[src/hdl/dpr_pkg.sv]
`timescale 1ns / 1ps
`default_nettype none
package dpr_pkg;

    // Register indexes on the configuration port
    localparam logic [2:0] REG_FOCAL_X  = 3'd0;
    localparam logic [2:0] REG_FOCAL_Y  = 3'd1;
    localparam logic [2:0] REG_CENTER_U = 3'd2;
    localparam logic [2:0] REG_CENTER_V = 3'd3;
    localparam logic [2:0] REG_BASELINE = 3'd4;
    localparam logic [2:0] REG_OFFSET   = 3'd5;

    localparam int QUEUE_DEPTH = 4;
    localparam int QUEUE_AW    = 2;

    // One classified pixel request between front and back
    typedef struct packed {
        logic [15:0] disparity;
        logic [12:0] row;
        logic [12:0] col;
        logic [7:0]  red;
        logic [7:0]  green;
        logic [7:0]  blue;
    } item_t;

    // Camera configuration
    typedef struct packed {
        logic [23:0] focal_x;
        logic [23:0] focal_y;
        logic [20:0] center_u;
        logic [20:0] center_v;
        logic [23:0] baseline;
        logic [19:0] offset;
    } cfg_t;

endpackage
`default_nettype wire

[src/hdl/dpr_fifo.sv]
`timescale 1ns / 1ps
`default_nettype none
module dpr_fifo (
    input  wire             aclk,
    input  wire             aresetn,
    input  wire             push,
    input  dpr_pkg::item_t  push_item,
    output logic            full,
    input  wire             pop,
    output logic            empty,
    output dpr_pkg::item_t  head
);
    import dpr_pkg::*;

    item_t                 mem_reg [QUEUE_DEPTH];
    logic [QUEUE_AW-1:0]   wr_reg, rd_reg;
    logic [QUEUE_AW:0]     cnt_reg;
    logic                  do_push, do_pop;

    assign full    = (cnt_reg == (QUEUE_AW+1)'(QUEUE_DEPTH));
    assign empty   = (cnt_reg == '0);
    assign do_push = push && !full;
    assign do_pop  = pop && !empty;
    assign head    = mem_reg[rd_reg];

    // Pointers and fill count
    always_ff @(posedge aclk) begin
        if (!aresetn) begin
            wr_reg  <= '0;
            rd_reg  <= '0;
            cnt_reg <= '0;
        end else begin
            if (do_push) wr_reg <= wr_reg + 1'b1;
            if (do_pop)  rd_reg <= rd_reg + 1'b1;
            if (do_push && !do_pop)      cnt_reg <= cnt_reg + 1'b1;
            else if (do_pop && !do_push) cnt_reg <= cnt_reg - 1'b1;
        end
    end

    always_ff @(posedge aclk) begin
        if (do_push) mem_reg[wr_reg] <= push_item;
    end

endmodule
`default_nettype wire

[config.mk]
export PLATFORM = sky130hd
export DESIGN_NAME = dpr_fifo
export DESIGN_NICKNAME = d
export VERILOG_FILES = /design/src/hdl/dpr_pkg.sv /design/src/hdl/dpr_fifo.sv
export SDC_FILE = /design/constraint.sdc
export NUM_CORES = 1
export LEC_CHECK = 0
export BUFFER_PORTS_ARGS = -buffer_cell sky130_fd_sc_hd__buf_2
export CELL_PAD_IN_SITES_DETAIL_PLACEMENT = 0
export CELL_PAD_IN_SITES_GLOBAL_PLACEMENT = 1
export CORE_MARGIN = 2
export CORE_UTILIZATION = 40
export DETAILED_ROUTE_END_ITERATION = 12
export MAX_ROUTING_LAYER = met4
export PLACE_DENSITY = 0.68
export RECOVER_POWER = 50
export SLEW_MARGIN = 5
export SYNTH_ARGS = -nofsm -noshare
export SYNTH_HDL_FRONTEND = slang
export SYNTH_SLANG_ARGS = --single-unit
[constraint.sdc]
create_clock -name aclk -period 2.9 [get_ports aclk]
set_input_delay 0.145 -clock aclk [delete_from_list [all_inputs] [get_ports aclk]]
set_output_delay 0.145 -clock aclk [all_outputs]
set_load 0.01 [all_outputs]
==> flow_metrics.tcl, run 1 <==
set metrics [dict create \
    grt_setup_unrepaired "false" \
    yosys.area.top_type "edfxtp_1" \
    cts_resized 0 \
    p_int_w 0.00812 \
    hold_path.startpoint "pop" \
    p_sw_w 0.00281 \
    hold_violations 0 \
    yosys_warnings 0 \
    fp.dieH_um 162 \
    top_layer "met4" \
    clk_pin_slew_worst_paths_ns 0.06 \
    grt-ovfl-total 0 \
    post-route-util_pct 51.7 \
    skew_ns 0.00727 \
    initial_core_util_pct 40.9 \
    layout_setup_ws_ns 0.490 \
    peakVddDrop_mv 0.365 \
    fin_area_um2 12600 \
    max_stage_delay_ns 0.45 \
    drv_slew 0 \
    multi_input_area_um2 1770 \
    relSlewSlack_pct 49.2 \
    outcome "complete, no violations" \
    placed_area_um2 11200 \
    post_drt_wl_per_cell_um 19.7 \
    ys_ff_latch 273 \
    crit_fanout 7 \
    dieArea_um2 26300 \
    areaGrowthSynthToFinish_pct 26.4 \
    pre_cts_ws_ns 0.648 \
    numPortBuffers 137 \
    vias 4830 \
    synthesis.area_um2 10000 \
    vias_per_cell 4.99 \
    antenna_found_initial 1 \
    seq_area_um2 8120 \
    wl_met3_um 1030 \
    largest_register_ff_count 264 \
    crit_required_ns 3.35 \
    first_pass_iters 4 \
    avgSynthCellArea_um2 25.5 \
    cts_root_buf "clkbuf_16" \
    num-nets-final 698 \
    crit_path_end_kind "flop" \
    syn-num-nets 468 \
    worstReg2RegStart "cnt_reg[0]" \
    power_frac_comb_pct 22.4 \
    rows 57 \
    cp.arrival_ns 2.86 \
    cpMaxStageDelayCell "dfxtp_1" \
    hpwl_um 11800 \
    clockBufferDepth 3 \
    yosysTopAreaCellShare_pct 79.3 \
    drive_gt1_share_pct 29.7 \
    maxCapViolations 0 \
    gp_congestion 0.702 \
    fmax_mhz 415 \
    drt-met1-wl_um 8330 \
    rr_worst_depth 9 \
    min_path_cells 4 \
    grt_pass1_vias 5273 \
    fillCellCount 1970 \
    die_w_um 162 \
    cts_tree "built" \
    grt_max_degree 67 \
    total_power_w 0.0109 \
    cts_buffers 28 \
    grtUsageTotal_pct 15.1 \
    cp-start-kind "flop" \
    timing.final.crit_share_pct 83.1 \
    clock_latency_ns 0.52 \
    yosys-top-cells-area "edfxtp_1 (79%), mux4_2 (15%), dfxtp_1 (1.8%), ha_1 (0.63%), buf_6 (0.56%)" \
    netSwitchingFraction_pct 25.7 \
    wl_um 19100 \
    p_leak_nw 4.12 \
    worstSetupPathType "reg -> reg" \
    dr_wl_met2_um 9410 \
    path_cells "nor3b_1 > nor2b_1 > clkbuf_1 > ha_1 > inv_1 > fa_1 > xor2_1 > or3_1 > a21boi_0" \
    r2r-end "cnt_reg[2]" \
    seq_power_share_pct 45.7 \
    drc 0 \
    r2r_setup_slack_ns 0.49 \
    setup_tns_ns 0 \
    grt_first_pass_wirelength_um 29600 \
    pin_count 138 \
    yosysUniqueCellTypes 23 \
    drt-initial-drc-count 375 \
    clock_sinks 273 \
    worst_pin_slew_ns 0.762 \
    synth_cells 392 \
    finalCriticalPeriod_ns 2.41 \
    htree_levels 1 \
    clockPowerShare_pct 31.9 \
    core_um2 24500 \
    setup_viol 0 \
    p_per_area_nw_per_um2 864 \
    antenna_left 0 \
    hp-class "in -> reg" \
    seq_area_frac_synth_pct 81.1 \
]
-- how the worst max path moves through the flow --
stage                          start        endpoint  slack (ns)  cells after the start
after floorplan           cnt_reg[0]   mem_reg[0][0]        0.07                      4
after global placement    cnt_reg[0]      cnt_reg[2]        0.80                      9
after detailed placement  cnt_reg[0]      cnt_reg[2]        0.65                      9
after CTS                       flop        head[23]        0.47                      3
after global routing      cnt_reg[0]  mem_reg[3][40]        0.30                      5
final                     cnt_reg[0]      cnt_reg[2]        0.49                      9
-- metal layers --
metal | vias to the layer above | GRT usage, %
met5 | - | -
met4 | 0 | 3.54
met3 | 30 | 2.76
met2 | 139 | 23.9
met1 | 2529 | 20.7
li1 | 2132 | -
-- what timing repair did --
item	4_1_cts	5_1_grt
hold buffers	67	0
endpoints found under the hold margin	273	0
setup buffers	0	0
-- cell families (layout without fill, tap and decap cells) --
family                   after synthesis  after routing  synth area share, %
flip-flops                           273            273                 81.1
multiplexers                          69             69                 15.2
buffers and inverters                 19            270                 1.24
AND/OR/NAND/NOR                       17             17                 1.01
adder cells (fa/ha/maj)                6              6                0.826
AO/OA/AOI/OAI                          4              4                0.338
XOR/XNOR                               4              4                0.350
other                                  0              1                    0
-- cell type report --
class	count	share of cell area (%)
Antenna cell	1	0.0198
Sequential cell	273	64.2
Clock inverter	17	1.30
Tap cell	324	3.21
Multi-Input combinational cell	100	14.0
Timing Repair Buffer	216	11.3
Clock buffer	34	5.89
Inverter	3	0.0891
-- power groups by stage --
stage	Sequential [W]	Clock [W]	Combinational, W
after detailed placement	0.00510	0	0.00246
after global routing	0.00505	0.00374	0.00265
after CTS	0.00501	0.00358	0.00254
final	0.00499	0.00349	0.00245
after global placement	0.00506	0	0.00244
after floorplan	0.00497	0	0.00164
-- through the flow --
step / hold WS, ns / std cells
2_1_floorplan: 0.244 / 392
3_3_place_gp: 0.357 / 849
3_5_place_dp: 0.364 / 849
4_1_cts: 0.100 / 967
5_1_grt: 0.173 / 968
6_report: 0.146 / 968
-- cell usage after synthesis --
cell type and instances:
clkbuf_1 3, buf_6 5, inv_1 3, fa_1 1, nor3b_2 1, ha_1 5
mux4_2 66, xnor2_1 3, xor2_1 1, dfxtp_1 9, buf_4 2, mux2i_1 3
or3_1 1, edfxtp_1 264, nor3_1 1, nor2b_1 2, buf_2 6, o21ai_0 1
o31ai_2 1, o311ai_1 1, nand2_1 4, a21boi_0 1, and2_1 8
-- cell usage in the layout, fill, tap and decap left out, drive strengths merged, types with 2 or more instances in the layout --
master,netlist,final
inv,3,5
clkinvlp,0,2
nor2b,2,2
dlygate4sd3,0,67
mux4,66,66
ha,5,5
xnor2,3,3
mux2i,3,3
and2,8,8
nand2,4,4
bufinv,0,3
buf,13,80
edfxtp,264,264
dfxtp,9,9
clkinv,0,10
clkbuf,3,103
-- worst max-delay path, delay by kind of cell (launching register included) --
kind            cells  cell delay (ns)
fa+ha+maj           2             0.62
compound gates      1             0.17
buf+inv             2             0.36
simple gates        3             0.54
xor+xnor            1             0.18
flops               1             0.45
Power figures use the tool's default switching activity.
==> run 2, diff against run 1 <==
PLACE_DENSITY = 0.65   (was 0.68)
clock period = 2.4 ns   (was 2.9 ns; I/O delays follow)
==> flow_metrics.tcl, run 2 (synthesized netlist as in run 1, its figures left out) <==
set metrics [dict create \
    relSlewSlack_pct 61.6 \
    finalCriticalPeriod_ns 2.18 \
    p_per_area_nw_per_um2 1020 \
    vias_per_cell 4.92 \
    clk_pin_slew_worst_paths_ns 0.06 \
    maxCapViolations 0 \
    drc 0 \
    crit_path_end_kind "flop" \
    peakVddDrop_mv 0.536 \
    multi_input_area_um2 1770 \
    num-nets-final 699 \
    cts_tree "built" \
    cp-startpoint "cnt_reg[0]" \
    layout_setup_ws_ns 0.223 \
    clockBufferDepth 3 \
    drt-initial-drc-count 250 \
    cp.arrival_ns 2.62 \
    fmax_mhz 459 \
    drive_gt1_share_pct 30.1 \
    grt_setup_unrepaired "false" \
    grt-ovfl-total 0 \
    fillCellCount 1952 \
    die_w_um 162 \
    r2r_setup_slack_ns 0.22 \
    post-cts-setup-buffers 0 \
    antenna_left 0 \
    crit_buf_inv 1 \
    total_power_w 0.0129 \
    cp-start-kind "flop" \
    outcome "complete, no violations" \
    drv_slew 0 \
    crit_end "cnt_reg[2]" \
    wl_um 18500 \
    setup_viol 0 \
    areaGrowthSynthToFinish_pct 26.5 \
    clock_sinks 273 \
    htree_levels 1 \
    crit_fanout 6 \
    pin_count 138 \
    path_cells "nor3b_1 > nor2b_1 > ha_1 > inv_1 > fa_1 > xor2_1 > or3_1 > a21boi_0" \
    gp_congestion 0.709 \
    clock_latency_ns 0.53 \
    post-route-util_pct 51.7 \
    grtUsageTotal_pct 14.7 \
    timing.final.crit_share_pct 90.7 \
    largest_register_ff_count 264 \
    worst_pin_slew_ns 0.569 \
    pre_cts_ws_ns 0.256 \
    p_leak_nw 4.12 \
    max_stage_delay_ns 0.48 \
    setup_tns_ns 0 \
    vias 4754 \
    rows 57 \
    mostFrequentLayoutCells "edfxtp_1 (264), clkbuf_1 (73), buf_2 (69)" \
    worstReg2RegStart "cnt_reg[0]" \
    grt_max_degree 34 \
    hold_violations 0 \
    grt_first_pass_wirelength_um 28400 \
    rr_worst_depth 8 \
    cts_buffers 28 \
    cp_num_cells 8 \
    fp.dieH_um 162 \
    seq_area_um2 8120 \
    r2r-end "cnt_reg[2]" \
    hp-class "in -> reg" \
    crit_family "simple AND/OR/NAND/NOR gates" \
    hpwl_um 11000 \
    worstSetupPathType "reg -> reg" \
    skew_ns 0.0121 \
    core_um2 24500 \
    crit_required_ns 2.85 \
    dieArea_um2 26300 \
    numPortBuffers 137 \
    cpMaxStageDelayCell "dfxtp_1" \
    antenna_found_initial 1 \
    post_drt_wl_per_cell_um 19.1 \
    first_pass_iters 4 \
    grt_pass1_vias 5099 \
    final_common_cell "edfxtp_1" \
    cts_root_buf "clkbuf_16" \
    initial_core_util_pct 40.9 \
]
[run 2: changes by cell type in the layout (fill, tap and decap cells not counted), moves of 2 or more]
cell / previous run / this run
clkinv_2: 3 / 7
and2_4: 2 / 4
inv_6: 2 / 0
and2_2: 2 / 0
bufinv_16: 3 / 1
buf_12: 6 / 11
buf_4: 5 / 1
[run 2: layout make-up]
cell class | count | area share [%]
flip-flops and latches | 273 | 64.1
multi-input cells | 100 | 14.0
repair buffers | 217 | 11.9
clock buffers | 33 | 5.85
well taps | 324 | 3.20
clock inverters | 16 | 0.821
inverters | 3 | 0.0890
diodes | 1 | 0.0198
[run 2: per-layer routing]
metal | up-vias | GRT usage (%) | share of wire, %
li1 | 2139 | - | -
met1 | 2455 | 19.4 | 45
met2 | 137 | 23.9 | 49
met3 | 23 | 2.83 | 5.2
met4 | 0 | 3.38 | 1.4
met5 | - | - | 0
[run 2: what timing repair did]
item                      4_1_cts  5_1_grt
hold buffers                   67        0
resized for setup               0        0
hold endpoints to repair      273        0
[run 2: stage by stage]
stage          hold slack, ns  instance area, um2  std cells
2_1_floorplan           0.219               10000        392
3_3_place_gp            0.330               11200        850
3_5_place_dp            0.337               11200        850
4_1_cts                0.0755               12700        966
5_1_grt                 0.105               12700        967
6_report               0.0887               12700        967
[run 2: power by group]
group / internal, W / total, W / switching [W] / leakage [nW]
registers: 0.00579 / 0.00596 / 0.000175 / 2.49
clock network: 0.00229 / 0.00394 / 0.00165 / 0.417
logic: 0.00152 / 0.00304 / 0.00152 / 1.21
total: 0.00960 / 0.0129 / 0.00334 / 4.12
[run 2: tightest hold or removal path: stages]
cell and delay [ns]:
buf_2 0.12, o31ai_2 0.08, xnor2_1 0.09, and2_1 0.15
[run 2: how the worst min path moves through the flow]
stage                     cells after the start  slack, ns        endpoint     startpoint
after floorplan                               0       0.22   mem_reg[0][0]   push_item[0]
after global placement                        1       0.33   mem_reg[0][9]   push_item[9]
after detailed placement                      1       0.34  mem_reg[0][48]  push_item[48]
after CTS                                     4       0.08       rd_reg[0]            pop
after global routing                          4       0.10       rd_reg[0]            pop
final                                         4       0.09       rd_reg[0]            pop
==> run 3, diff against run 2 <==
CELL_PAD_IN_SITES_DETAIL_PLACEMENT = not set   (was 0)
CELL_PAD_IN_SITES_GLOBAL_PLACEMENT = not set   (was 1)
PLACE_DENSITY = 0.59   (was 0.65)
==> flow_metrics.tcl, run 3 (synthesized netlist as in run 1, its figures left out) <==
set metrics [dict create \
    drive_gt1_share_pct 29.9 \
    setup_tns_ns 0 \
    dieArea_um2 26300 \
    grt_max_degree 32 \
    hpwl_um 11100 \
    post-route-util_pct 52.0 \
    antenna_cells 0 \
    die_w_um 162 \
    fp.dieH_um 162 \
    grt_setup_unrepaired "false" \
    path_cells "nor3b_1 > nor2b_1 > ha_1 > inv_1 > fa_1 > xor2_1 > or3_1 > a21boi_0" \
    antenna_found_initial 0 \
    p_per_area_nw_per_um2 1030 \
    mostFrequentLayoutCells "edfxtp_1 (264), clkbuf_1 (78), buf_2 (69)" \
    cp.arrival_ns 2.67 \
    rows 57 \
    clockBufferDepth 3 \
    timing.final.crit_share_pct 93.7 \
    pin_count 138 \
    cp-start-kind "flop" \
    drt-initial-drc-count 244 \
    cts_resized 0 \
    vias_per_cell 4.92 \
    crit_path_end_kind "flop" \
    hold_violations 0 \
    worstSetupPathType "reg -> reg" \
    first_pass_iters 4 \
    areaGrowthSynthToFinish_pct 27.1 \
    post_drt_wl_per_cell_um 19.3 \
    hold_path.startpoint "pop" \
    initial_core_util_pct 40.9 \
    htree_levels 1 \
    wl_um 18800 \
    numPortBuffers 137 \
    grt_pass1_vias 5364 \
    cpMaxStageDelayCell "dfxtp_1" \
    largest_register_ff_count 264 \
    clock_latency_ns 0.53 \
    worstReg2RegStart "cnt_reg[0]" \
    final_common_cell "edfxtp_1" \
    finalCriticalPeriod_ns 2.25 \
    crit_fanout 6 \
    core_um2 24500 \
    skew_ns 0.0101 \
    relSlewSlack_pct 66.0 \
    clock_sinks 273 \
    cts_tree "built" \
    worst_pin_slew_ns 0.509 \
    outcome "complete, no violations" \
    p_leak_nw 4.15 \
    grt-ovfl-total 0 \
    r2r_setup_slack_ns 0.15 \
    maxCapViolations 0 \
    vias 4786 \
    setup_viol 0 \
    num-nets-final 704 \
    peakVddDrop_mv 0.613 \
    crit_family "simple AND/OR/NAND/NOR gates" \
    hp-class "in -> reg" \
    drc 0 \
    hold_ws_ns 0.0554 \
    cts_root_buf "clkbuf_16" \
    cp-startpoint "cnt_reg[0]" \
    crit_required_ns 2.82 \
    fmax_mhz 445 \
    crit_buf_inv 1 \
    drv_slew 0 \
    clk_pin_slew_worst_paths_ns 0.05 \
    grt_first_pass_wirelength_um 29700 \
    total_power_w 0.0131 \
    max_stage_delay_ns 0.47 \
    cts_buffers 29 \
    grtUsageTotal_pct 15.1 \
    antenna_left 0 \
    gp_congestion 0.674 \
]
[run 3: cell count changes in the layout (fill, tap and decap cells not counted), moves of 2 or more]
cell      change
clkbuf_1      +5
buf_4         +4
clkinv_2      -4
and2_2        +2
and2_4        -2
[run 3: layer usage]
layer	vias up	GRT usage [%]	wire length, um
met3	34	2.89	938
li1	2140	-	-
met1	2489	19.7	8200
met2	123	24.7	9320
met5	-	-	0
met4	0	3.62	335
[run 3: through the flow]
step / instance area [um2] / instances / worst slack, ns
after global routing: 12700 / 973 / 0.00807
final: 12700 / 973 / 0.151
after floorplan: 10000 / 392 / 0.294
after global placement: 11200 / 851 / 0.357
after CTS: 12800 / 970 / 0.0510
after detailed placement: 11200 / 851 / 0.168
[run 3: where the power goes]
group / leakage, nW / total [W] / internal (W) / switching, W
sequential: 2.49 / 0.00598 / 0.00579 / 0.000193
clock: 0.427 / 0.00409 / 0.00242 / 0.00167
combinational: 1.23 / 0.00305 / 0.00155 / 0.00150
total: 4.15 / 0.0131 / 0.00977 / 0.00336
[run 3: area by class of cell]
| cell class | instances | area (um2) |
|---|---|---|
| repair buffers | 221 | 1530 |
| well taps | 324 | 405 |
| fillers | 1944 | 11700 |
| multi-input cells | 100 | 1770 |
| inverters | 3 | 11.3 |
| clock buffers | 38 | 759 |
| clock inverters | 14 | 119 |
| flip-flops and latches | 273 | 8120 |
[run 3: final timing paths]
check	endpoint	cells past startpoint
worst max-delay path	cnt_reg[2]	8
worst min-delay path	flop	4
worst max register to register	cnt_reg[2]	8
worst min register to register	wr_reg[1]	2
[run 3: what timing repair did]
item | CTS | global route
setup endpoints to repair | 0 | 10
buffers inserted | 0 | 3
endpoints found under the hold margin | 273 | 0
hold buffers | 67 | 0
[run 3: worst register-to-register path: stages (launching register included)]
cell and delay [ns]:
dfxtp_1 0.47, nor3b_1 0.11, nor2b_1 0.19, ha_1 0.22, inv_1 0.06, fa_1 0.38, xor2_1 0.17, or3_1 0.31
a21boi_0 0.24
