**config.mk**
```make
export PLATFORM = sky130hd
export DESIGN_NAME = dpr_front
export DESIGN_NICKNAME = d
export VERILOG_FILES = /design/src/hdl/dpr_pkg.sv /design/src/hdl/dpr_front.sv
export SDC_FILE = /design/constraint.sdc
export NUM_CORES = 1
export LEC_CHECK = 0
export ABC_AREA = 1
export BUFFER_PORTS_ARGS = -buffer_cell sky130_fd_sc_hd__buf_2
export CORE_ASPECT_RATIO = 0.6
export CORE_MARGIN = 1.5
export CORE_UTILIZATION = 44
export CTS_CLUSTER_SIZE = 16
export DETAILED_ROUTE_END_ITERATION = 16
export PLACE_DENSITY = 0.83
export SYNTH_ARGS = -nofsm -noshare
export SYNTH_HDL_FRONTEND = slang
export SYNTH_SLANG_ARGS = --single-unit
```
**constraint.sdc**
```tcl
create_clock -name aclk -period 4.54 [get_ports aclk]
set_clock_uncertainty 0.1 [all_clocks]
set_input_delay 0.681 -clock aclk [delete_from_list [all_inputs] [get_ports aclk]]
set_output_delay 0.681 -clock aclk [all_outputs]
set_load 0.1 [all_outputs]
```
**src/hdl/dpr_pkg.sv**
```systemverilog
`timescale 1ns / 1ps
`default_nettype none
package dpr_pkg;

    // Register indexes on the configuration port
    localparam logic [2:0] REG_FOCAL_X  = 3'd0;
    localparam logic [2:0] REG_FOCAL_Y  = 3'd1;
    localparam logic [2:0] REG_CENTER_U = 3'd2;
    localparam logic [2:0] REG_CENTER_V = 3'd3;
    localparam logic [2:0] REG_BASELINE = 3'd4;
    localparam logic [2:0] REG_OFFSET   = 3'd5;

    localparam int QUEUE_DEPTH = 4;
    localparam int QUEUE_AW    = 2;

    // One classified pixel request between front and back
    typedef struct packed {
        logic [15:0] disparity;
        logic [12:0] row;
        logic [12:0] col;
        logic [7:0]  red;
        logic [7:0]  green;
        logic [7:0]  blue;
    } item_t;

    // Camera configuration
    typedef struct packed {
        logic [23:0] focal_x;
        logic [23:0] focal_y;
        logic [20:0] center_u;
        logic [20:0] center_v;
        logic [23:0] baseline;
        logic [19:0] offset;
    } cfg_t;

endpackage
`default_nettype wire

```
**src/hdl/dpr_front.sv**
```systemverilog
`timescale 1ns / 1ps
`default_nettype none
module dpr_front #(
    parameter int DISPARITY_BITS = 16
) (
    input  wire                 aclk,
    input  wire                 aresetn,
    input  wire                 s_valid,
    output logic                s_ready,
    input  wire [15:0]          s_disparity,
    input  wire [12:0]          s_pixel_row,
    input  wire [12:0]          s_pixel_col,
    input  wire [7:0]           s_pixel_red,
    input  wire [7:0]           s_pixel_green,
    input  wire [7:0]           s_pixel_blue,
    output logic                push,
    output dpr_pkg::item_t      push_item,
    input  wire                 q_full
);
    import dpr_pkg::*;

    logic                      vld_reg;
    logic [DISPARITY_BITS-1:0] disp_reg;
    logic [12:0]               row_reg, col_reg;
    logic [7:0]                r_reg, g_reg, b_reg;
    logic [DISPARITY_BITS-1:0] disp_in;
    logic                      take;

    assign disp_in = s_disparity[DISPARITY_BITS-1:0];
    assign push    = vld_reg && !q_full;
    assign s_ready = !vld_reg || !q_full;
    assign take    = s_valid && s_ready;

    // Zero-disparity requests are accepted and dropped here
    always_ff @(posedge aclk) begin
        if (!aresetn) begin
            vld_reg <= 1'b0;
        end else if (take) begin
            vld_reg <= (disp_in != '0);
        end else if (push) begin
            vld_reg <= 1'b0;
        end
    end

    always_ff @(posedge aclk) begin
        if (take) begin
            disp_reg <= disp_in;
            row_reg  <= s_pixel_row;
            col_reg  <= s_pixel_col;
            r_reg    <= s_pixel_red;
            g_reg    <= s_pixel_green;
            b_reg    <= s_pixel_blue;
        end
    end

    always_comb begin
        push_item           = '0;
        push_item.disparity = 16'(disp_reg);
        push_item.row       = row_reg;
        push_item.col       = col_reg;
        push_item.red       = r_reg;
        push_item.green     = g_reg;
        push_item.blue      = b_reg;
    end

endmodule
`default_nettype wire

```
==> summary.md, run 1 <==
| Metric | Value |
|---|---|
| Initial antenna violation count | 0 |
| Global route overflow | 0 |
| Syn_area_per_cell | 23.5 µm² |
| HPWL Detailed | 3.08 mm |
| Final wirelength | 4.06 mm |
| Initial DRC Count | 48 |
| Port Buffers | about 140 |
| Simple-Gate Fraction of Synth Area | 3.54% |
| Drt pass-1 iters | 4 |
| TritonCTS clock tree | yes |
| Worst EP arrival | 1.33 ns |
| Final #Nets | roughly 300 |
| Largest family of logic cells by synthesized area | simple AND/OR/NAND/NOR gates |
| Req. time, crit path | 3.76 ns |
| Die Y | roughly 56 µm |
| RSZ-0062 raised after global routing | no |
| Most frequent cell after synthesis | edfxtp_1 |
| Via density | between 4 and 5 |
| PD cells | 527 nW/µm² |
| # resized after CTS | 0 |
| Worst-path clk slew | 0.07 ns |
| # placed instances | 290 |
| Register area share after synthesis | 95.9% |
| Actual slew at the worst max-slew pin | 0.608 ns |
| Synth Area in Compound Gates | 0.240% |
| Setup-failing EPs final | 0 |
| CTS Sinks | 67 |
| Synth-to-layout area growth | 48.1% |
| Crit share post-route | 46.5% |
| Max Fclk | 474 MHz |
| CP Cell Sequence | buf_2, nand2_1, buf_2 |
| CP max stage delay | 0.44 ns |
| Vias | 1317 |
| Clock buffer count from CTS | 9 |
| Hold buffer count at CTS | 0 |
| Post-DR wirelength/cell | about 13 µm |
| Adder-Cell Fraction of Synth Area | 0% |
| CP endpoint kind | primary output |
| Crit path max fanout | 3 |
| CTS Root Buffer Type | clkbuf_8 |
| Int Power | 1.13 mW |
| H-Tree Depth | 3 |
| Ant. Diodes | 0 |
| Fill cells | ~350 |
| Layout cell share with drive strength beyond 1 | 63.0% |
| Min Tclk post-route | 2.11 ns |
| Setup Total Neg Slack | 0 ns |
| Worst Hold Class | in -> reg |
| Post-synthesis mux area share | 0% |
| Max clock buf depth | 2 |
| Hold Vio Cnt, Final | 0 |
| Remaining DRCs | 0 |
| Post-synth EDFFs | 66 |
| Critical-path top delay cell | buf_2 |
| GRT Total Usage | 17.4% |
| Num rows | 19 |
| Crit-path leading delay family | buffers and inverters |
| Core area | 4560 µm² |
| # Post-CTS Setup Buffers | 0 |
| Max-cap violations | 0 |
| Worst-Skew Late Latency | 0.33 ns |
| P_sw | roughly 500 µW |
| P_leak | 1.35 nW |
| Leading area contributor after synthesis | edfxtp_1 |
| Predominant post-synthesis flop cell | edfxtp_1 |
| Largest register FFs | 16 |
| Synth top area share | a little over nine tenths |
| Yosys reg bits | 67 |
| Vias in the first global route | 1318 |
| Combinational power share | 20.5% |
| Die X | just over 90 µm |
| Flop pwr share | 44.8% |
| CP Launch Type | primary input |
| Crit path kind | in -> out |
| Synth unique cells | 7 |
| Gate Count Post-Synth | 89 |
| Worst path bufs/invs | 2 |
| Slew Viols, Final | 0 |
| Placer congestion estimate | approximately 0.66 |
| Antenna viol nets, final | 0 |
| Top cells by count, synth | 66 x edfxtp_1, 11 x nor2_1, 7 x nand2_1 |
| Syn Nets | 159 |
| Non-Filler Instances | 306 |
| Synth area leaders | edfxtp_1 95%, nor2_1 2.0%, nand2_1 1.3% |
| Ys Warns | 0 |
| Status | finished, final reports clean |
| Slew HR | approximately 59% |
| Clk network pwr share | 34.6% |
| Synth async-reset ratio | 0% |
| Initial Util | 45.8% |
| Post-Syn Area | ~2100 µm² |
| Io pins | 138 |
| Xor/xnor share of the synthesized area | 0% |
| Max IR drop VDD | 253 µV |
| Largest net degree at the start of global routing | 39 |
| Global-route wire length before repair | 6.31 mm |
| CP dominant cell by count | buf_2 |
| Switching share of power | 30.8% |
| DIE AREA | 5180 µm² |
-- area by class of cell --
type                            count  area [µm²]  area share, %
Sequential cell                    67        2000           64.7
Timing Repair Buffer              138         693           22.4
Clock buffer                       10         128           4.13
Clock inverter                      6         104           3.36
Multi-Input combinational cell     20        80.1           2.59
Tap cell                           63        78.8           2.55
Inverter                            2        7.51          0.243
-- power by group through the flow --
stage	combinational (mW)	sequential [mW]	clock [mW]
floorplan	0.0202	0.996	0
global placement	0.335	0.743	0
detailed placement	0.337	0.745	0
CTS	0.337	0.731	0.579
global route	0.345	0.734	0.605
finish	0.335	0.731	0.565
-- worst paths after layout --
| path | start | to | slack (ns) | cells after the start |
|---|---|---|---|---|
| worst max-delay path | q_full | s_ready | 2.43 | 3 |
| worst max register to register | vld_reg | row_reg[0] | 2.57 | 3 |
| worst min register to register | vld_reg | vld_reg | 0.44 | 2 |
| worst min-delay path | s_pixel_row[8] | row_reg[8] | 0.42 | 1 |
-- through the flow --
stage | worst slack (ns) | hold slack, ns | util, % | total power [mW] | area (µm²)
2_1_floorplan | 0.970 | 0.680 | - | 1.02 | 2090
3_3_place_gp | 2.12 | 0.374 | 62.7 | 1.08 | 2860
3_5_place_dp | 2.08 | 0.421 | 62.7 | 1.08 | 2860
4_1_cts | 2.42 | 0.397 | 67.8 | 1.65 | 3090
5_1_grt | 2.29 | 0.398 | 67.8 | 1.68 | 3090
6_report | 2.43 | 0.418 | 67.8 | 1.63 | 3090
-- worst register-to-register path, cell delays in order (launching register included) --
cell and delay, ns:
dfxtp_1 0.31, nand2_1 0.10, and2_2 0.56, buf_4 0.52
-- cells by family after synthesis --
| group | after synthesis |
|---|---|
| DFF | 67 |
| AOI/OAI and AO/OA | 1 |
| buffers and inverters | 2 |
| and+or+nand+nor | 19 |
-- cells in the final DEF, fill, tap and decap left out, drive strengths merged, types with 2 or more instances in the layout --
| cell type | Yosys | layout |
|---|---|---|
| inv | 2 | 2 |
| nand2 | 7 | 7 |
| clkbuf | 0 | 10 |
| nor2 | 11 | 11 |
| buf | 0 | 138 |
| clkinv | 0 | 3 |
| bufinv | 0 | 3 |
| edfxtp | 66 | 66 |
-- per-layer routing --
| metal | vias up | routed length [µm] | GRT usage (%) |
|---|---|---|---|
| met4 | 0 | 68 | 7.91 |
| met5 | - | 0 | 0 |
| met3 | 7 | 566 | 11.2 |
| li1 | 635 | - | - |
| met2 | 90 | 1850 | 26.8 |
| met1 | 585 | 1570 | 19.0 |
(Power assumes the default switching activity.)
==> inputs of run 2 (changes only) <==
--- a/config.mk
+++ b/config.mk
@@ -5,14 +5,14 @@
 export SDC_FILE = /design/constraint.sdc
 export NUM_CORES = 1
 export LEC_CHECK = 0
-export ABC_AREA = 1
+export ABC_AREA = 0
 export BUFFER_PORTS_ARGS = -buffer_cell sky130_fd_sc_hd__buf_2
 export CORE_ASPECT_RATIO = 0.6
 export CORE_MARGIN = 1.5
-export CORE_UTILIZATION = 44
+export CORE_UTILIZATION = 37
 export CTS_CLUSTER_SIZE = 16
 export DETAILED_ROUTE_END_ITERATION = 16
-export PLACE_DENSITY = 0.83
+export PLACE_DENSITY = 0.75
 export SYNTH_ARGS = -nofsm -noshare
 export SYNTH_HDL_FRONTEND = slang
 export SYNTH_SLANG_ARGS = --single-unit
==> constraint.sdc (replaced) <==
create_clock -name aclk -period 1.9 [get_ports aclk]
set_clock_uncertainty 0.1 [all_clocks]
set_input_delay 0.285 -clock aclk [delete_from_list [all_inputs] [get_ports aclk]]
set_output_delay 0.285 -clock aclk [all_outputs]
set_load 0.1 [all_outputs]
==> run 2 against run 1 <==
  * Die area up 17%
  * Cell count rose by 4.6%
  * Via count is 9.4% higher
  * Synthesized area down 0.54%
  * First-iteration DRC count shrank 8.3%
  * Combinational power grew to 2.6 times the previous value
  * Global-route usage shrank 2.1 points
==> summary.md, run 2 <==
| Metric | Value |
|---|---|
| Status | finished, final reports clean |
| Synth unique cells | 9 (+2) |
| Initial antenna violation count | 0 (unchanged) |
| Gate Count Post-Synth | 77 (-13%) |
| TritonCTS clock tree | yes |
| Req. time, crit path | 1.51 ns (-2.25 ns) |
| Crit share post-route | 86.1% |
| Slew HR | 66.2% (+6.7 points) |
| Worst-path clk slew | 0.07 ns (about the same) |
| Worst Setup SP | vld_reg |
| Vias | 1441 (+9.4%) |
| Final wirelength | 5.05 mm (+25%) |
| Remaining DRCs | 0 (unchanged) |
| Non-Filler Instances | 320 (+4.6%) |
| Post-placement cell area | 2890 µm² (+0.92%) |
| Largest net degree at the start of global routing | 29 (-26%) |
| Initial Util | 39.7% (-6.0 points) |
| HPWL Detailed | 3.61 mm (+17%) |
| Top cells by count, synth | 66 x edfxtp_1, 2 x nand2_1, 2 x nor4_1, 2 x nor4_2 |
| Synth async-reset ratio | 0% (unchanged) |
| CTS Sinks | 67 (unchanged) |
| CP endpoint kind | primary output |
| GRT Total Usage | 15.3% (-2.1 points) |
| Worst Hold Class | in -> reg |
| Max Fclk | 611 MHz |
| Hold Path Depth | 1 (unchanged) |
| Register area share after synthesis | 96.4% (+0.52 points) |
| Crit path kind | reg -> out |
| Total power | 3.77 mW (+130%) |
| FF-to-FF path depth | 3 (unchanged) |
| Yosys reg bits | 67 (unchanged) |
| Predominant post-synthesis flop cell | edfxtp_1 |
| DIE AREA | 6090 µm² (+17%) |
| Synth-to-layout area growth | 58.9% |
| Final Instance Area | 3300 µm² (+6.7%) |
| R2R Path End | col_reg[2] |
| Max IR drop VDD | 500 µV (+98%) |
| Num rows | 20 (+1) |
| H-Tree Depth | 3 (unchanged) |
| Post-synth EDFFs | 66 (unchanged) |
| PD cells | 1140 nW/µm² (+120%) |
| Most common cell after layout, fill and taps aside | buf_2 |
| Core area | 5230 µm² (+15%) |
| Min Tclk post-route | 1.64 ns |
| Leading area contributor after synthesis | edfxtp_1 |
| Max clock buf depth | 2 (unchanged) |
| Worst-Skew Late Latency | 0.32 ns (about the same) |
| # resized after CTS | 0 (unchanged) |
| Io pins | 138 (unchanged) |
| Clock buffer count from CTS | 9 (unchanged) |
| Critical Path End | push |
| Ys Warns | 0 (unchanged) |
| Antenna viol nets, final | 0 (unchanged) |
| Initial DRC Count | 44 (-8.3%) |
| Ant. Diodes | 0 (unchanged) |
| Hold Vio Cnt, Final | 0 (unchanged) |
| Register area | 2000 µm² (unchanged) |
| Crit path max fanout | 3 (unchanged) |
| Syn Nets | 147 (-7.5%) |
| RSZ-0062 raised after global routing | no |
| Global-route wire length before repair | 6.32 mm (+0.22%) |
| Drt pass-1 iters | 4 (unchanged) |
| P_leak | 1.41 nW (+4.6%) |
| Most frequent cells in the layout | 137 x buf_2, 66 x edfxtp_1, 21 x dlygate4sd3_1 |
| R2R setup slack | 0.50 ns (-2.07 ns) |
| Placer congestion estimate | 0.746 (+13%) |
| Global route overflow | 0 (unchanged) |
| Most frequent cell after synthesis | edfxtp_1 |
| Actual slew at the worst max-slew pin | 0.511 ns (-0.0972 ns) |
| Largest register FFs | 16 (unchanged) |
| Setup Total Neg Slack | 0 ns (unchanged) |
| Post-Syn Area | 2080 µm² (-0.54%) |
| Die X | 99.7 µm (+8.5%) |
| Post-DR wirelength/cell | 15.8 µm (+19%) |
| Vias in the first global route | 1201 (-8.9%) |
| CTS Root Buffer Type | clkbuf_8 |
| Via density | 4.50 (+4.6%) |
| Reg2reg start | vld_reg |
| Syn_area_per_cell | 27.0 µm² (+15%) |
| Die Y | 61.0 µm (+8.3%) |
| Synth area leaders | edfxtp_1 95%, nor4_2 1.2%, dfxtp_1 0.96% |
| CP Launch Type | register |
| Final #Nets | 319 (+3.6%) |
| # Post-CTS Setup Buffers | 0 (unchanged) |
| Max-cap violations | 0 (unchanged) |
| Synth top area share | 95.4% (+0.51 points) |
| Multi-input logic area | 82.6 µm² (+3.1%) |
| Layout cell share with drive strength beyond 1 | 63.4% (+0.42 points) |
| Worst EP arrival | 1.25 ns (-0.08 ns) |
| # placed instances | 283 (-2.4%) |
| Fill cells | 382 (+9.8%) |
| Setup-failing EPs final | 0 (unchanged) |
| Slew Viols, Final | 0 (unchanged) |
| Port Buffers | 137 (unchanged) |
## run 2: cell count changes after synthesis
cell	previous run	this run
nor4_2	0	2
a41oi_1	0	1
nor2b_1	0	1
inv_1	2	0
a31o_1	0	1
a21oi_1	1	0
nor4_1	0	2
nand2_1	7	2
nor2_1	11	0
## run 2: power by group
part	internal, mW	leakage [nW]	switching, mW
registers	1.73	0.646	0.0217
clock network	0.614	0.0998	0.544
logic	0.146	0.664	0.719
## run 2: timing repair
item / CTS / global route
endpoints found under the hold margin: 2 / 19
hold buffers: 2 / 19
setup endpoints to repair: 0 / 0
## run 2: worst min path at each step
stage | slack [ns] | from | end
after detailed placement | 0.36 | s_pixel_row[9] | row_reg[9]
after CTS | 0.0008 | s_pixel_green[7] | g_reg[7]
after global placement | 0.36 | s_pixel_red[0] | r_reg[0]
after global routing | -0.002 | s_pixel_red[2] | r_reg[2]
final | 0.03 | s_pixel_red[2] | r_reg[2]
after floorplan | 0.28 | s_pixel_blue[0] | b_reg[0]
## run 2: final cells by class
| class | instances | share of cell area, % |
|---|---|---|
| Clock buffer | 9 | 3.75 |
| Clock inverter | 7 | 2.35 |
| Multi-Input combinational cell | 10 | 2.50 |
| Sequential cell | 67 | 60.7 |
| Tap cell | 66 | 2.50 |
| Timing Repair Buffer | 161 | 28.2 |
## run 2: logic make-up after synthesis
kind of cell / after synthesis / synth area share [%]
flops: 67 / 96.4
simple gates: 8 / 2.77
compound gates: 2 / 0.844
## run 2: routing by layer
| layer | vias up | wire, µm | share of wire, % | track usage [%] |
|---|---|---|---|---|
| met5 | - | 0 | 0 | 0 |
| met4 | 0 | 48 | 0.95 | 7.24 |
| met3 | 4 | 327 | 6.5 | 6.58 |
| met2 | 68 | 2660 | 53 | 24.6 |
| met1 | 706 | 2010 | 40 | 18.4 |
| li1 | 663 | - | - | - |
## run 2: stage by stage
| stage | utilization (%) | hold WS [ns] | setup slack [ns] |
|---|---|---|---|
| floorplan | - | 0.284 | 0.0594 |
| global placement | 55.2 | 0.362 | 0.398 |
| detailed placement | 55.2 | 0.363 | 0.374 |
| CTS | 59.4 | 0.000827 | 0.233 |
| global route | 63.1 | -0.00212 | 0.208 |
| finish | 63.1 | 0.0250 | 0.264 |
## run 2: critical path, stage by stage, from the launching register on
cell	delay, ns
dfxtp_1	0.36
nor2b_2	0.14
buf_2	0.42
==> inputs of run 3 (changes only) <==
--- a/config.mk
+++ b/config.mk
@@ -7,12 +7,15 @@
 export LEC_CHECK = 0
 export ABC_AREA = 0
 export BUFFER_PORTS_ARGS = -buffer_cell sky130_fd_sc_hd__buf_2
+export CELL_PAD_IN_SITES_DETAIL_PLACEMENT = 0
+export CELL_PAD_IN_SITES_GLOBAL_PLACEMENT = 2
 export CORE_ASPECT_RATIO = 0.6
 export CORE_MARGIN = 1.5
-export CORE_UTILIZATION = 37
+export CORE_UTILIZATION = 24
 export CTS_CLUSTER_SIZE = 16
 export DETAILED_ROUTE_END_ITERATION = 16
-export PLACE_DENSITY = 0.75
+export PLACE_DENSITY_LB_ADDON = 0.1
+export REMOVE_ABC_BUFFERS = 1
 export SYNTH_ARGS = -nofsm -noshare
 export SYNTH_HDL_FRONTEND = slang
 export SYNTH_SLANG_ARGS = --single-unit
==> run 3 against run 2 <==
  * Clock-buffer cell count is 2 higher
  * First-iteration DRC count is 6.8% lower
  * Via count is 10% lower
  * Combinational power is 5.2% lower
  * Core utilization is 25 points lower
  * Setup slack better by 0.022 ns
  * Largest cell class unchanged
==> summary.md, run 3 (synthesized netlist as in run 2, its figures left out) <==
| Metric | Value |
|---|---|
| Status | finished, final reports clean |
| Setup-failing EPs final | 0 (unchanged) |
| Initial Util | 24.6% (-15 points) |
| Min Tclk post-route | 1.61 ns (-0.0223 ns) |
| P_leak | 1.34 nW (-4.6%) |
| Min-delay src | s_pixel_col[11] |
| Max Fclk | 620 MHz (+1.4%) |
| Vias in the first global route | 1294 (+7.7%) |
| Io pins | 138 (unchanged) |
| Layout cell share with drive strength beyond 1 | 66.1% (+2.7 points) |
| Via density | 3.77 (-16%) |
| Final #Nets | 296 (-7.2%) |
| GRT Total Usage | 10.5% (-4.8 points) |
| Clock buffer count from CTS | 9 (unchanged) |
| Remaining DRCs | 0 (unchanged) |
| Max clock buf depth | 2 (unchanged) |
| Crit-path leading delay family | buffers and inverters |
| Worst Hold Class | in -> reg |
| CTS Sinks | 67 (unchanged) |
| Hold buffer count at CTS | 0 (-2) |
| Most frequent cells in the layout | 137 x buf_2, 66 x edfxtp_1, 9 x clkbuf_16 |
| Hold Path Depth | 1 (unchanged) |
| Int Power | 2.84 mW (+14%) |
| Initial antenna violation count | 0 (unchanged) |
| Final core occ | 37.8% (-25 points) |
| Global-route wire length before repair | 6.62 mm (+4.8%) |
| Ant. Diodes | 0 (unchanged) |
| CP max stage delay | 0.43 ns (about the same) |
| R2R Path End | row_reg[10] |
| Hold endpoint | col_reg[11] |
| # placed instances | 327 (+16%) |
| Combinational power share | 20.0% (-2.9 points) |
| Max IR drop VDD | 788 µV (+58%) |
| Placer congestion estimate | 0.688 (-7.7%) |
| R2R setup slack | 0.56 ns (+0.06 ns) |
| Port Buffers | 137 (unchanged) |
| Crit path max fanout | 3 (unchanged) |
| PD cells | 1280 nW/µm² (+12%) |
| Switching share of power | 30.7% (-3.3 points) |
| H-Tree Depth | 3 (unchanged) |
| FF-to-FF path depth | 3 (unchanged) |
| # Post-CTS Setup Buffers | 0 (unchanged) |
| CP Cell Sequence | nor2b_1, buf_2 |
| Initial DRC Count | 41 (-6.8%) |
| Hold Vio Cnt, Final | 0 (unchanged) |
| Worst EP arrival | 1.23 ns (-0.02 ns) |
| Die X | 123 µm (+23%) |
| Die Y | 75.1 µm (+23%) |
| RSZ-0062 raised after global routing | no |
| Final WS setup | 0.287 ns (+0.0224 ns) |
| Most common cell after layout, fill and taps aside | buf_2 |
| Reg2reg start | vld_reg |
| Largest net degree at the start of global routing | 67 (+130%) |
| Synth-to-layout area growth | 54.0% |
| CP Launch Type | register |
| Slew Viols, Final | 0 (unchanged) |
| Crit share post-route | 84.9% (-1.2 points) |
| Worst-Skew Late Latency | 0.32 ns (about the same) |
| Post-DR wirelength/cell | 13.8 µm (-13%) |
| Clk network pwr share | 37.3% (+6.6 points) |
| Crit path kind | reg -> out |
| Final hold slack | 0.0350 ns (+0.00998 ns) |
| Vias | 1291 (-10%) |
| CTS Root Buffer Type | clkbuf_16 |
| Largest register FFs | 16 (unchanged) |
| Non-Filler Instances | 342 (+6.9%) |
| # resized after CTS | 0 (unchanged) |
| Worst path bufs/invs | 1 (unchanged) |
| Drt pass-1 iters | 4 (unchanged) |
| Final wirelength | 4.71 mm (-6.8%) |
| Fill cells | 824 (+120%) |
| Antenna viol nets, final | 0 (unchanged) |
| Core area | 8460 µm² (+62%) |
| Req. time, crit path | 1.51 ns (about the same) |
| Flop pwr share | 42.7% (-3.7 points) |
| Pre-CTS setup slack | 0.464 ns (+0.0901 ns) |
| Critical-path top delay cell | buf_2 |
| P_sw | 1.26 mW (-2.0%) |
| Global route overflow | 0 (unchanged) |
| Worst-path clk slew | 0.05 ns (-0.02 ns) |
| Slew HR | 66.1% (-0.085 points) |
| HPWL Detailed | 3.47 mm (-3.7%) |
| DIE AREA | 9240 µm² (+52%) |
| Max-cap violations | 0 (unchanged) |
| CP endpoint kind | primary output |
| Setup Total Neg Slack | 0 ns (unchanged) |
| TritonCTS clock tree | yes |
| Num rows | 26 (+30%) |
| Actual slew at the worst max-slew pin | 0.512 ns (+0.00128 ns) |
==> run 3: cell count changes in the layout (fill, tap and decap cells not counted), sizes merged <==
cell | before | now
clkbuf | 9 | 11
buf | 140 | 138
inv | 1 | 0
clkinvlp | 1 | 0
clkinv | 4 | 3
dlygate4sd3 | 21 | 0
==> run 3: metal layers <==
metal	track usage (%)	share of wire (%)
met1	10.8	38
met2	15.7	45
met3	6.97	15
met4	7.66	1.7
met5	0	0
==> run 3: power groups by stage <==
stage	Sequential [mW]	Clock [mW]	Combinational, mW
5_1_grt	1.76	1.64	0.845
2_1_floorplan	2.39	0	0.0492
3_3_place_gp	1.78	0	0.822
6_report	1.75	1.53	0.821
4_1_cts	1.75	1.59	0.827
3_5_place_dp	1.78	0	0.827
==> run 3: worst max-delay path by stage <==
stage | end | startpoint | cells past startpoint
floorplan | b_reg[0] | vld_reg | 2
global placement | row_reg[6] | q_full | 4
detailed placement | g_reg[1] | q_full | 4
CTS | push | vld_reg | 2
global route | push | vld_reg | 2
finish | push | vld_reg | 2
==> run 3: through the flow <==
stage,power (mW),cell area (µm²)
2_1_floorplan,2.44,2080
5_1_grt,4.25,3200
6_report,4.10,3200
3_5_place_dp,2.61,2920
3_3_place_gp,2.60,2920
4_1_cts,4.17,3200
==> run 3: worst reg2reg max path, cell delays in order (launching register included) <==
cell     delay, ns
dfxtp_1       0.32
nand2_1       0.07
and2_2        0.16
buf_12        0.30
==> run 3: area by class of cell <==
type                    count  area (µm²)  area share [%]
clock buffers              11         233            7.27
repair buffers            138         706            22.1
well taps                 112         140            4.38
flip-flops and latches     67        2000            62.6
clock inverters             4        42.5            1.33
multi-input cells          10        76.3            2.39
